### src/rtl/msbr_pkg.sv
// Package of the MSB-first bit reader: sizes, mode codes and shared structs.
// Used by msbr_core, the top level and the checker; depends on nothing.
`default_nettype none

package msbr_pkg;

  localparam int BUF_BYTES     = 4096;
  localparam int ADDR_W        = $clog2(BUF_BYTES);
  localparam int CNT_W         = ADDR_W + 1;
  localparam int CAP_BITS      = BUF_BYTES * 8;
  localparam int POS_W         = 16;
  localparam int MAX_READ_BITS = 64;
  localparam int RCNT_W        = 7;
  localparam int NB_W          = 4;
  localparam int ACC_W         = 72;
  localparam int IDX_W         = 14;
  localparam int VALUE_W       = 64;
  localparam int BLEN_W        = 13;
  localparam int MODE_W        = 3;
  localparam int BYTE_W        = 8;
  localparam int OFF_W         = 12;

  localparam logic [MODE_W-1:0] MODE_LOAD    = 3'd0;
  localparam logic [MODE_W-1:0] MODE_READ    = 3'd1;
  localparam logic [MODE_W-1:0] MODE_SKIP    = 3'd2;
  localparam logic [MODE_W-1:0] MODE_TAKE    = 3'd3;
  localparam logic [MODE_W-1:0] MODE_RESTART = 3'd4;

  typedef struct packed {
    logic [VALUE_W-1:0] read_value;
    logic [OFF_W-1:0]   byte_offset;
    logic [POS_W-1:0]   bit_position;
    logic               overrun;
  } res_t;

  typedef struct packed {
    logic              we;
    logic [ADDR_W-1:0] waddr;
    logic [BYTE_W-1:0] wdata;
    logic [ADDR_W-1:0] raddr;
  } ram_req_t;

endpackage

`default_nettype wire

### src/rtl/msbr_core.sv
// Sequencer of the bit reader: holds the position and fill count, runs each mode
// and gathers read bytes from the byte memory. Depends on msbr_pkg.
`default_nettype none

module msbr_core (
  input  wire logic                           clk,
  input  wire logic                           rst_n,
  input  wire logic                           in_valid,
  output logic                                in_ready,
  input  wire logic [msbr_pkg::MODE_W-1:0]    in_mode,
  input  wire logic [msbr_pkg::BYTE_W-1:0]    in_data_byte,
  input  wire logic [msbr_pkg::POS_W-1:0]     in_bit_count,
  input  wire logic [msbr_pkg::BLEN_W-1:0]    in_byte_len,
  output logic                                res_valid,
  input  wire logic                           res_take,
  output msbr_pkg::res_t                      res,
  output msbr_pkg::ram_req_t                  ram_req,
  input  wire logic [msbr_pkg::BYTE_W-1:0]    ram_rdata
);

  localparam logic [2:0] S_IDLE  = 3'd0;
  localparam logic [2:0] S_EXEC  = 3'd1;
  localparam logic [2:0] S_READ  = 3'd2;
  localparam logic [2:0] S_ALIGN = 3'd3;
  localparam logic [2:0] S_DONE  = 3'd4;

  localparam int P1 = msbr_pkg::POS_W + 1;
  localparam int P2 = msbr_pkg::POS_W + 2;
  localparam logic [msbr_pkg::POS_W-1:0] CAP   = msbr_pkg::POS_W'(msbr_pkg::CAP_BITS);
  localparam logic [P1-1:0]              CAP17 = P1'(msbr_pkg::CAP_BITS);
  localparam logic [P2-1:0]              CAP18 = P2'(msbr_pkg::CAP_BITS);

  logic [2:0] state_r, state_nxt;
  logic [msbr_pkg::POS_W-1:0] pos_r, pos_nxt;
  logic [msbr_pkg::CNT_W-1:0] loaded_r, loaded_nxt;

  logic [msbr_pkg::MODE_W-1:0]  mode_r;
  logic [msbr_pkg::BYTE_W-1:0]  data_r;
  logic [msbr_pkg::POS_W-1:0]   count_r;
  logic [msbr_pkg::BLEN_W-1:0]  blen_r;

  logic [msbr_pkg::RCNT_W-1:0]  rcnt_r, rcnt_nxt;
  logic [msbr_pkg::NB_W-1:0]    nbytes_r, nbytes_nxt;
  logic [msbr_pkg::NB_W-1:0]    issued_r, issued_nxt;
  logic [msbr_pkg::IDX_W-1:0]   idx_r, idx_nxt;
  logic                         pend_r, pend_nxt;
  logic                         pend_zero_r, pend_zero_nxt;
  logic [msbr_pkg::ACC_W-1:0]   acc_r, acc_nxt;
  logic [2:0]                   trail_r, trail_nxt;
  msbr_pkg::res_t               res_r, res_nxt;

  logic [msbr_pkg::POS_W-1:0]   avail;
  logic [msbr_pkg::RCNT_W-1:0]  rc;
  logic [msbr_pkg::RCNT_W-1:0]  rsum;
  logic [msbr_pkg::RCNT_W-1:0]  rsum7;
  logic [P1-1:0]                rend;
  logic [P1-1:0]                send;
  logic [P2-1:0]                tend;
  logic [msbr_pkg::CNT_W-1:0]   tstart;
  logic [msbr_pkg::CNT_W:0]     tlast;
  logic [msbr_pkg::ACC_W-1:0]   shifted;
  logic [msbr_pkg::VALUE_W:0]   mask;

  always_comb begin
    avail  = {loaded_r[msbr_pkg::CNT_W-1:0], 3'b000};
    rc     = (count_r > msbr_pkg::POS_W'(msbr_pkg::MAX_READ_BITS))
             ? msbr_pkg::RCNT_W'(msbr_pkg::MAX_READ_BITS)
             : count_r[msbr_pkg::RCNT_W-1:0];
    rsum   = msbr_pkg::RCNT_W'(pos_r[2:0]) + rc;
    rsum7  = rsum + msbr_pkg::RCNT_W'(7);
    rend   = {1'b0, pos_r} + P1'(rc);
    send   = {1'b0, pos_r} + {1'b0, count_r};
    tend   = {2'b00, pos_r} + P2'({blen_r, 3'b000});
    tstart = pos_r[msbr_pkg::POS_W-1:3];
    tlast  = {1'b0, tstart} + {1'b0, blen_r};
    shifted = acc_r >> trail_r;
    mask    = ((msbr_pkg::VALUE_W + 1)'(1) << rcnt_r) - (msbr_pkg::VALUE_W + 1)'(1);
  end

  always_comb begin
    state_nxt     = state_r;
    pos_nxt       = pos_r;
    loaded_nxt    = loaded_r;
    rcnt_nxt      = rcnt_r;
    nbytes_nxt    = nbytes_r;
    issued_nxt    = issued_r;
    idx_nxt       = idx_r;
    pend_nxt      = 1'b0;
    pend_zero_nxt = pend_zero_r;
    acc_nxt       = acc_r;
    trail_nxt     = trail_r;
    res_nxt       = res_r;
    ram_req.we    = 1'b0;
    ram_req.waddr = loaded_r[msbr_pkg::ADDR_W-1:0];
    ram_req.wdata = data_r;
    ram_req.raddr = idx_r[msbr_pkg::ADDR_W-1:0];

    unique case (state_r)
      S_IDLE: begin
        if (in_valid) begin
          state_nxt = S_EXEC;
        end
      end
      S_EXEC: begin
        res_nxt              = '0;
        res_nxt.bit_position = pos_r;
        state_nxt            = S_DONE;
        unique case (mode_r)
          msbr_pkg::MODE_LOAD: begin
            if (loaded_r[msbr_pkg::ADDR_W]) begin
              res_nxt.overrun = 1'b1;
            end else begin
              ram_req.we = 1'b1;
              loaded_nxt = loaded_r + msbr_pkg::CNT_W'(1);
            end
          end
          msbr_pkg::MODE_READ: begin
            pos_nxt              = (rend > CAP17) ? CAP : rend[msbr_pkg::POS_W-1:0];
            res_nxt.bit_position = pos_nxt;
            res_nxt.overrun      = (rc != '0) && (rend > {1'b0, avail});
            rcnt_nxt             = rc;
            nbytes_nxt           = msbr_pkg::NB_W'(rsum7 >> 3);
            trail_nxt            = 3'd0 - rsum[2:0];
            issued_nxt           = '0;
            idx_nxt              = msbr_pkg::IDX_W'(tstart);
            acc_nxt              = '0;
            state_nxt            = S_READ;
          end
          msbr_pkg::MODE_SKIP: begin
            pos_nxt              = (send > CAP17) ? CAP : send[msbr_pkg::POS_W-1:0];
            res_nxt.bit_position = pos_nxt;
            res_nxt.overrun      = send > {1'b0, avail};
          end
          msbr_pkg::MODE_TAKE: begin
            pos_nxt              = (tend > CAP18) ? CAP : tend[msbr_pkg::POS_W-1:0];
            res_nxt.bit_position = pos_nxt;
            res_nxt.byte_offset  = tstart[msbr_pkg::OFF_W-1:0];
            res_nxt.overrun      = tstart[msbr_pkg::ADDR_W] || (tlast > {1'b0, loaded_r});
          end
          msbr_pkg::MODE_RESTART: begin
            pos_nxt              = '0;
            loaded_nxt           = '0;
            res_nxt.bit_position = '0;
          end
          default: begin
          end
        endcase
      end
      S_READ: begin
        if (pend_r) begin
          acc_nxt = {acc_r[msbr_pkg::ACC_W-msbr_pkg::BYTE_W-1:0],
                     pend_zero_r ? msbr_pkg::BYTE_W'(0) : ram_rdata};
        end
        if (issued_r != nbytes_r) begin
          pend_nxt      = 1'b1;
          pend_zero_nxt = idx_r >= msbr_pkg::IDX_W'(loaded_r);
          idx_nxt       = idx_r + msbr_pkg::IDX_W'(1);
          issued_nxt    = issued_r + msbr_pkg::NB_W'(1);
        end else if (!pend_r) begin
          state_nxt = S_ALIGN;
        end
      end
      S_ALIGN: begin
        res_nxt.read_value = shifted[msbr_pkg::VALUE_W-1:0] & mask[msbr_pkg::VALUE_W-1:0];
        state_nxt          = S_DONE;
      end
      S_DONE: begin
        if (res_take) begin
          state_nxt = S_IDLE;
        end
      end
      default: begin
        state_nxt = S_IDLE;
      end
    endcase
  end

  always_ff @(posedge clk) begin
    if (!rst_n) begin
      state_r  <= S_IDLE;
      pos_r    <= '0;
      loaded_r <= '0;
      pend_r   <= 1'b0;
    end else begin
      state_r  <= state_nxt;
      pos_r    <= pos_nxt;
      loaded_r <= loaded_nxt;
      pend_r   <= pend_nxt;
    end
  end

  always_ff @(posedge clk) begin
    if (state_r == S_IDLE && in_valid) begin
      mode_r  <= in_mode;
      data_r  <= in_data_byte;
      count_r <= in_bit_count;
      blen_r  <= in_byte_len;
    end
    rcnt_r      <= rcnt_nxt;
    nbytes_r    <= nbytes_nxt;
    issued_r    <= issued_nxt;
    idx_r       <= idx_nxt;
    pend_zero_r <= pend_zero_nxt;
    acc_r       <= acc_nxt;
    trail_r     <= trail_nxt;
    res_r       <= res_nxt;
  end

  assign in_ready  = (state_r == S_IDLE);
  assign res_valid = (state_r == S_DONE);
  assign res       = res_r;

endmodule

`default_nettype wire

### config.mk
export PLATFORM = sky130hd
export DESIGN_NAME = msbr_core
export DESIGN_NICKNAME = d
export VERILOG_FILES = /design/src/rtl/msbr_pkg.sv /design/src/rtl/msbr_core.sv
export SDC_FILE = /design/constraint.sdc
export NUM_CORES = 1
export LEC_CHECK = 0
export ABC_AREA = 1
export BUFFER_PORTS_ARGS = -buffer_cell sky130_fd_sc_hd__buf_2
export CAP_MARGIN = 20
export CORE_ASPECT_RATIO = 0.5
export CORE_MARGIN = 2
export CORE_UTILIZATION = 35
export CTS_BUF_LIST = sky130_fd_sc_hd__clkbuf_2
export DETAILED_ROUTE_END_ITERATION = 10
export PLACE_DENSITY = 0.62
export SLEW_MARGIN = 5
export SYNTH_ARGS = -nofsm -noshare
export SYNTH_HDL_FRONTEND = slang
export SYNTH_SLANG_ARGS = --single-unit
export TNS_END_PERCENT = 50
### constraint.sdc
create_clock -name clk -period 10.35 [get_ports clk]
set_input_delay 2.07 -clock clk [delete_from_list [all_inputs] [get_ports clk]]
set_output_delay 2.07 -clock clk [all_outputs]
set_load 0.02 [all_outputs]
==> results of run 1 <==
==> synth_stat cells (33+ instances only) <==
| master | instances |
|---|---|
| sky130_fd_sc_hd__nand4_1 | 44 |
| sky130_fd_sc_hd__nor2_1 | 323 |
| sky130_fd_sc_hd__xor2_1 | 43 |
| sky130_fd_sc_hd__nor3_1 | 56 |
| sky130_fd_sc_hd__nand3_1 | 156 |
| sky130_fd_sc_hd__clkbuf_1 | 65 |
| sky130_fd_sc_hd__o21ai_0 | 169 |
| sky130_fd_sc_hd__inv_1 | 336 |
| sky130_fd_sc_hd__a21oi_1 | 104 |
| sky130_fd_sc_hd__edfxtp_1 | 237 |
| sky130_fd_sc_hd__dfxtp_1 | 33 |
| sky130_fd_sc_hd__ha_1 | 92 |
| sky130_fd_sc_hd__nand2_1 | 457 |
==> flip-flops by register name, summed over array words and instances, names as in the netlist, 3 cells and up <==
| signal | flops |
|---|---|
| acc_r | 71 |
| blen_r | 13 |
| count_r | 16 |
| data_r | 8 |
| idx_r | 14 |
| issued_r | 4 |
| loaded_r | 13 |
| mode_r | 3 |
| nbytes_r | 4 |
| pos_r | 16 |
| rcnt_r | 7 |
| res | 93 |
| state_r | 3 |
| trail_r | 3 |
==> power groups by stage <==
stage / Combinational (W) / Clock (W) / Sequential [W]
3_3_place_gp: 0.000885 / 0 / 0.00140
6_report: 0.000901 / 0.000738 / 0.00137
3_5_place_dp: 0.000896 / 0 / 0.00140
4_1_cts: 0.000899 / 0.000770 / 0.00137
2_1_floorplan: 0.000579 / 0 / 0.00144
5_1_grt: 0.00101 / 0.000822 / 0.00138
==> per-layer routing <==
metal | track usage [%] | part of all wire [%] | vias to the layer above
li1 | - | - | 8223
met1 | 26.38 | 44 | 7512
met2 | 31.97 | 46 | 506
met3 | 3.703 | 6.1 | 115
met4 | 7.978 | 3.5 | 2
met5 | 0 | 0.024 | -
==> logic make-up after synthesis <==
| logic type | Yosys count | share of synthesized area (%) |
|---|---|---|
| muxes | 32 | 1.743 |
| xor gates and xnor gates | 53 | 2.527 |
| AOI/OAI and AO/OA | 342 | 10.38 |
| adders and majority gates | 95 | 6.592 |
| DFF | 270 | 42.33 |
| and+or+nand+nor | 1111 | 26.47 |
| buffers and inverters | 455 | 9.956 |
==> critical path, stage by stage (launching register included) <==
cell and delay, ns:
sky130_fd_sc_hd__dfxtp_1 0.38, sky130_fd_sc_hd__inv_1 0.08, sky130_fd_sc_hd__nor2_4 0.07, sky130_fd_sc_hd__buf_4 0.61, sky130_fd_sc_hd__nand2_1 0.13, sky130_fd_sc_hd__buf_4 0.26
sky130_fd_sc_hd__clkinv_1 0.06, sky130_fd_sc_hd__buf_4 0.49, sky130_fd_sc_hd__nand3_1 0.24, sky130_fd_sc_hd__inv_1 0.15, sky130_fd_sc_hd__buf_2 0.18
==> worst max-delay path by stage <==
| stage | end | slack (ns) | cells past startpoint |
|---|---|---|---|
| 6_report | ram_req[32] | 4.57 | 10 |
| 3_5_place_dp | ram_req[32] | 5.58 | 10 |
| 3_3_place_gp | ram_req[32] | 5.63 | 10 |
| 5_1_grt | ram_req[32] | 4.24 | 10 |
| 2_1_floorplan | acc_r[0]$_SDFFCE_PP0P_ | 3.87 | 7 |
| 4_1_cts | ram_req[32] | 4.44 | 10 |
==> cell type report <==
class                   count  area share [%]
clock inverters            19          0.5711
diodes                      1         0.01228
repair buffers            196           5.024
multi-input cells        1633           43.11
flip-flops and latches    270           38.17
inverters                 351           6.467
well taps                 701           4.305
clock buffers              95           2.334
==> through the flow <==
step,instance area (um^2),instances
final,20370,3266
after global routing,20370,3266
after CTS,20370,3265
after detailed placement,19780,3151
after global placement,19770,3150
after floorplan,18370,2358
==> run metrics, run 1 <==
result of the run=finished, final reports clean; DRC errors left=0; post-CTS setup-driven buffer insertion count=0; Fin Setup TNS=0 ns; post-route ant nets=0; horizontal die dimension=328.0 um; final cycle utilization of the critical path=55.85%; placeable core area=51900 um^2; total detailed-routing wirelength=55.03 mm; power share of the clock group=24.5%; most frequent standard cell in the layout excluding fill and tap cells=sky130_fd_sc_hd__nand2_1; Synth area leaders=sky130_fd_sc_hd__edfxtp_1, sky130_fd_sc_hd__nand2_1, sky130_fd_sc_hd__inv_1, sky130_fd_sc_hd__nor2_1, sky130_fd_sc_hd__ha_1; Hold Path Stages=2; startpoint of the lowest-slack hold path=loaded_r[1]$_SDFFE_PN0P_; share of synthesized registers carrying an async set or reset=0%; Gate power share=29.9%; Setup Slack @ Placement=5.582 ns; DP Wirelength=42.04 mm; number of setup violations in the final report=0; vias in the first global route=15300; full die area=54450 um^2; largest area contributor in the synthesized netlist=sky130_fd_sc_hd__edfxtp_1; shortest period the worst path allows=5.781 ns; number of flops mapped to enable cells by yosys=237; Net count, final=2667; per-cell via count in the routed design=5.009; CP endpoint kind=primary output; Routed WL per cell=16.85 um; most frequently used flop master after synthesis=sky130_fd_sc_hd__edfxtp_1; Post-Route Hold Slack=0.5235 ns; setup slack of the critical path after layout=4.569 ns; I/O pin count=180; root buffer cell=sky130_fd_sc_hd__clkbuf_2; Congestion Overflow GR=0; endpoints failing hold=0; starting density of the core=35.40%; number of cell rows=59; Die Span Y=166.0 um; number of instances in the synthesized netlist=2358; GRT Util Overall=19.87%; launch point of the worst reg-to-reg path=count_r[4]$_DFFE_PP_; number of buffers added on ports=179; wire length of the first global-routing pass=84.10 mm; violation count after the first detailed-routing iteration=1409; register area share after synthesis=42.33%; fillers=5425; share of total power consumed by net switching=38.25%; switching component of the power=0.001152 W; Syn Area/Cell=7.792 um^2; Cell Area, Synth=18370 um^2; area fraction of the dominant cell type after synthesis=38.74%; classification of the worst-slack hold path=flip-flop to flip-flop; internal power of the cells=0.001860 W; Clock Skew=0.07952 ns; Data required, critical path=8.28 ns; number of synthesis warnings=0; worst vdd rail ir drop=0.06031 mV; synth-to-layout area growth=10.89%; power density over the cells=147.9 nW/um^2; final core area utilization=39.26%; count of cells along the worst register-to-register path=27; distinct cell type count of the synthesized netlist=56; maximum number of pins on one net before global-route repair=121; register area=7777 um^2; footprint of the multi-input gates=8783 um^2; CP Launch Point=state_r[0]$_SDFFE_PN0P_; Startpoint Class=flip-flop; number of buffers created by CTS=68; number of instances resized during post-cts repair=0; part of the power in registers=45.6%; Leakage Power=9.522 nW; CTS tree=done; worst hold endpoint=loaded_r[1]$_SDFFE_PN0P_; number of synthesized register bits=270; weighted congestion at the end of routability-driven global placement=0.9749; maximum fanout along the worst path=66; highest-count cells in the layout ignoring fill and taps=sky130_fd_sc_hd__nand2_1, sky130_fd_sc_hd__inv_1, sky130_fd_sc_hd__nor2_1; class of the most critical setup path=flip-flop to primary output; total vias in the final route=16360; buffer depth of the longest clock path=3; net count of the mapped netlist=2505; H-tree Lvls=3; headroom to the max-slew limit=25.57%; Max Cap Viol=0; antenna violations before repair=2; overall power consumption=0.003013 W; clock sink total=270; first-pass iteration count of the detailed router=5; clock insertion delay at the later pin of the skew report=1.04 ns; FF-to-FF setup slack=5.92 ns; Tightest Pin Transition=1.112 ns; maximum clock rate=173.0 MHz; worst reg2reg endpoint=res[0]$_DFFE_PP_; clock input transition at the sequential cells of the worst setup and hold paths=0.09 ns; number of max-slew violations in the final report=0; quantity of hold-fixing buffers added after cts=0; layout cell share with drive strength beyond 1=14.47%; setup repair after global routing missed its margin=false; arrival time at the worst endpoint=3.71 ns
Power figures use the tool's default switching activity.
==> run 2, diff against run 1 <==
--- a/config.mk
+++ b/config.mk
@@ -5,7 +5,7 @@
 export SDC_FILE = /design/constraint.sdc
 export NUM_CORES = 1
 export LEC_CHECK = 0
-export ABC_AREA = 1
+export ABC_AREA = 0
 export BUFFER_PORTS_ARGS = -buffer_cell sky130_fd_sc_hd__buf_2
 export CAP_MARGIN = 20
 export CORE_ASPECT_RATIO = 0.5
@@ -13,7 +13,7 @@
 export CORE_UTILIZATION = 35
 export CTS_BUF_LIST = sky130_fd_sc_hd__clkbuf_2
 export DETAILED_ROUTE_END_ITERATION = 10
-export PLACE_DENSITY = 0.62
+export PLACE_DENSITY = 0.64
 export SLEW_MARGIN = 5
 export SYNTH_ARGS = -nofsm -noshare
 export SYNTH_HDL_FRONTEND = slang
==> constraint.sdc (replaced) <==
create_clock -name clk -period 5.2 [get_ports clk]
set_input_delay 1.04 -clock clk [delete_from_list [all_inputs] [get_ports clk]]
set_output_delay 1.04 -clock clk [all_outputs]
set_load 0.02 [all_outputs]
==> run metrics, run 2 <==
largest area contributor in the synthesized netlist=sky130_fd_sc_hd__edfxtp_1; register area share after synthesis=44.30% (+2.0 points); headroom to the max-slew limit=19.97% (-5.6 points); Startpoint Class=flip-flop; number of buffers created by CTS=67 (-1.5%); wire length of the first global-routing pass=77.05 mm (-8.4%); top cells by instance count after synthesis=sky130_fd_sc_hd__edfxtp_1, sky130_fd_sc_hd__nor2_1, sky130_fd_sc_hd__nand2_1, sky130_fd_sc_hd__a21oi_1, sky130_fd_sc_hd__o21ai_0; number of synthesized register bits=270 (unchanged); Routed WL per cell=19.60 um (+16%); number of instances in the synthesized netlist=1759 (-25%); number of buffers added on ports=179 (unchanged); starting density of the core=35.84% (+0.43 points); clock sink total=270 (unchanged); Net count, final=2062 (-23%); Final Instance Count excl. Fillers=2614 (-20%); post-route ant nets=0 (unchanged); CP Launch Point=count_r[9]$_DFFE_PP_; power density over the cells=249.8 nW/um^2 (+69%); worst reg2reg endpoint=res[0]$_DFFE_PP_; Post-Route Hold Slack=0.2199 ns (-0.3036 ns); total detailed-routing wirelength=51.23 mm (-6.9%); weighted congestion at the end of routability-driven global placement=0.9412 (-3.5%); CP endpoint kind=flip-flop; endpoints failing hold=0 (unchanged); DP Wirelength=37.61 mm (-11%); placeable core area=49000 um^2 (-5.6%); final cycle utilization of the critical path=92.01%; launch point of the worst reg-to-reg path=count_r[9]$_DFFE_PP_; maximum number of pins on one net before global-route repair=76 (-37%); number of max-slew violations in the final report=0 (unchanged); horizontal die dimension=320.8 um (-2.2%); Max Cap Viol=0 (unchanged); synth-to-layout area growth=11.91%; GRT Util Overall=19.17% (-0.70 points); highest-count cells in the layout ignoring fill and taps=sky130_fd_sc_hd__edfxtp_1, sky130_fd_sc_hd__buf_2, sky130_fd_sc_hd__nor2_1; number of cell rows=57 (-3.4%); CTS tree=done; Clock Skew=0.08241 ns (+0.002880 ns); maximum fanout along the worst path=10 (-85%); per-cell via count in the routed design=5.443 (+8.7%); clock insertion delay at the later pin of the skew report=1.00 ns (-0.04 ns); net count of the mapped netlist=1906 (-24%); DRC errors left=0 (unchanged); number of synthesis warnings=0 (unchanged); worst vdd rail ir drop=0.1334 mV (+120%); Cell Area, Synth=17560 um^2 (-4.4%); maximum clock rate=209.0 MHz; overall power consumption=0.004909 W (+63%); Fin Setup TNS=0 ns (unchanged); Data required, critical path=5.93 ns (-2.35 ns); setup repair after global routing missed its margin=false; footprint of the multi-input gates=9054 um^2 (+3.1%); layout cell share with drive strength beyond 1=20.68% (+6.2 points); classification of the worst-slack hold path=primary input to flip-flop; number of flops mapped to enable cells by yosys=237 (unchanged); root buffer cell=sky130_fd_sc_hd__clkbuf_2; I/O pin count=180 (unchanged); vias in the first global route=13650 (-11%); most frequently used flop master after synthesis=sky130_fd_sc_hd__edfxtp_1; most numerous cell in the Yosys netlist=sky130_fd_sc_hd__edfxtp_1; area fraction of the dominant cell type after synthesis=40.53% (+1.8 points); Leakage Power=7.989 nW (-16%); number of setup violations in the final report=0 (unchanged); register area=7777 um^2 (unchanged); shortest period the worst path allows=4.785 ns; first-pass iteration count of the detailed router=5 (unchanged); Die Span Y=162.4 um (-2.2%); count of placed standard cells including taps=2491 (-21%); flip-flop count of the largest register, all copies and words added=93 (unchanged); arrival time at the worst endpoint=5.52 ns (+1.81 ns); antenna violations before repair=2 (unchanged); FF-to-FF setup slack=0.42 ns (-5.50 ns); total vias in the final route=14230 (-13%); Tightest Pin Transition=1.170 ns (+0.05786 ns); clock input transition at the sequential cells of the worst setup and hold paths=0.12 ns (+0.03 ns); buffer depth of the longest clock path=3 (unchanged); fillers=4838 (-11%); result of the run=finished, final reports clean; violation count after the first detailed-routing iteration=1014 (-28%); class of the most critical setup path=flip-flop to flip-flop; Congestion Overflow GR=0 (unchanged); most frequent standard cell in the layout excluding fill and tap cells=sky130_fd_sc_hd__edfxtp_1; Syn Area/Cell=9.982 um^2 (+28%); count of cells along the worst register-to-register path=22 (-19%); H-tree Lvls=3 (unchanged); distinct cell type count of the synthesized netlist=102 (+82%); full die area=52080 um^2 (-4.4%); share of synthesized registers carrying an async set or reset=0% (unchanged); CP endpoint=res[0]$_DFFE_PP_; Synth area leaders=sky130_fd_sc_hd__edfxtp_1, sky130_fd_sc_hd__ha_1, sky130_fd_sc_hd__dfxtp_1, sky130_fd_sc_hd__nor2_1, sky130_fd_sc_hd__mux2i_1; final core area utilization=40.11% (+0.85 points)
==> run 2: cell count changes in the layout (fill, tap and decap cells not counted), sizes merged, moves of 31 or more <==
cell,delta
nand2,-329
inv,-311
nor2,-159
nand3,-126
and3,+76
o21ai,-65
and2,+40
xnor2,+34
mux2i,+32
a21o,+31
==> run 2: metal layers <==
metal	track usage, %	part of all wire (%)	vias up
met2	32.91	49	475
li1	-	-	6932
met3	4.601	6.6	92
met4	6.082	2.3	0
met1	23.89	42	6729
met5	0	0	-
==> run 2: what timing repair did <==
action                     in CTS  in global routing
gates resized for setup         0                  2
hold buffers                    0                  0
setup endpoints to repair       0                  1
buffers inserted                0                  1
==> run 2: worst max-delay path: stages, from the launching register on <==
cell and delay, ns:
sky130_fd_sc_hd__edfxtp_1 0.45, sky130_fd_sc_hd__nor4_4 0.28, sky130_fd_sc_hd__buf_4 0.18, sky130_fd_sc_hd__nand3_1 0.13, sky130_fd_sc_hd__a21oi_1 0.27, sky130_fd_sc_hd__nand2_1 0.11, sky130_fd_sc_hd__inv_1 0.09, sky130_fd_sc_hd__ha_1 0.37
sky130_fd_sc_hd__and4_4 0.30, sky130_fd_sc_hd__a221oi_4 0.35, sky130_fd_sc_hd__nand2_2 0.15, sky130_fd_sc_hd__nand3_1 0.13, sky130_fd_sc_hd__xnor2_1 0.11, sky130_fd_sc_hd__ha_1 0.19, sky130_fd_sc_hd__a21o_1 0.17, sky130_fd_sc_hd__a21o_1 0.16
sky130_fd_sc_hd__a21o_1 0.17, sky130_fd_sc_hd__a21oi_1 0.14, sky130_fd_sc_hd__nor2b_1 0.07, sky130_fd_sc_hd__o31a_1 0.27, sky130_fd_sc_hd__o21ai_0 0.14, sky130_fd_sc_hd__a211oi_1 0.11, sky130_fd_sc_hd__a211o_1 0.25
==> run 2: power by group <==
| group | switching (W) | total [W] | internal [W] |
|---|---|---|---|
| registers | 0.0000648 | 0.00250 | 0.00244 |
| clock network | 0.000917 | 0.00157 | 0.000653 |
| logic | 0.000529 | 0.000838 | 0.000309 |
==> run 2: kinds of logic (layout without fill, tap and decap cells) <==
family / count (synthesis) / in the layout / synth area share (%)
AND/OR/NAND/NOR: 624 / 624 / 17.72
AO/OA/AOI/OAI: 433 / 433 / 16.79
flip-flops: 270 / 270 / 44.30
buffers and inverters: 168 / 372 / 4.261
multiplexers: 100 / 100 / 6.470
adder cells (fa/ha/maj): 97 / 97 / 7.041
XOR/XNOR: 67 / 67 / 3.428
other: 0 / 2 / 0
==> run 2: cell type report <==
type                            instances  share of cell area [%]
Multi-Input combinational cell       1321                   46.07
Antenna cell                            2                 0.02547
Clock inverter                         18                  0.7705
Tap cell                              649                   4.132
Inverter                               41                  0.7832
Clock buffer                           99                   2.521
Sequential cell                       270                   39.58
Timing Repair Buffer                  214                   6.113
==> run 2: how the worst min path moves through the flow <==
stage | startpoint | end | slack (ns) | cells past startpoint
floorplan | loaded_r[7]$_SDFFE_PN0P_ | loaded_r[7]$_SDFFE_PN0P_ | 0.48 | 2
finish | in_data_byte[0] | data_r[0]$_DFFE_PP_ | 0.22 | 1
detailed placement | loaded_r[7]$_SDFFE_PN0P_ | loaded_r[7]$_SDFFE_PN0P_ | 0.53 | 2
global route | in_bit_count[5] | count_r[5]$_DFFE_PP_ | 0.11 | 1
CTS | in_data_byte[0] | data_r[0]$_DFFE_PP_ | 0.12 | 1
global placement | loaded_r[7]$_SDFFE_PN0P_ | loaded_r[7]$_SDFFE_PN0P_ | 0.51 | 2
==> run 2: per-stage QoR <==
step                      instance area, um^2  setup WS [ns]
after floorplan                         17560        0.05613
after global placement                  18930         0.4123
after detailed placement                18930         0.2635
after CTS                               19580         0.2530
after global routing                    19650        0.06160
final                                   19650         0.4154
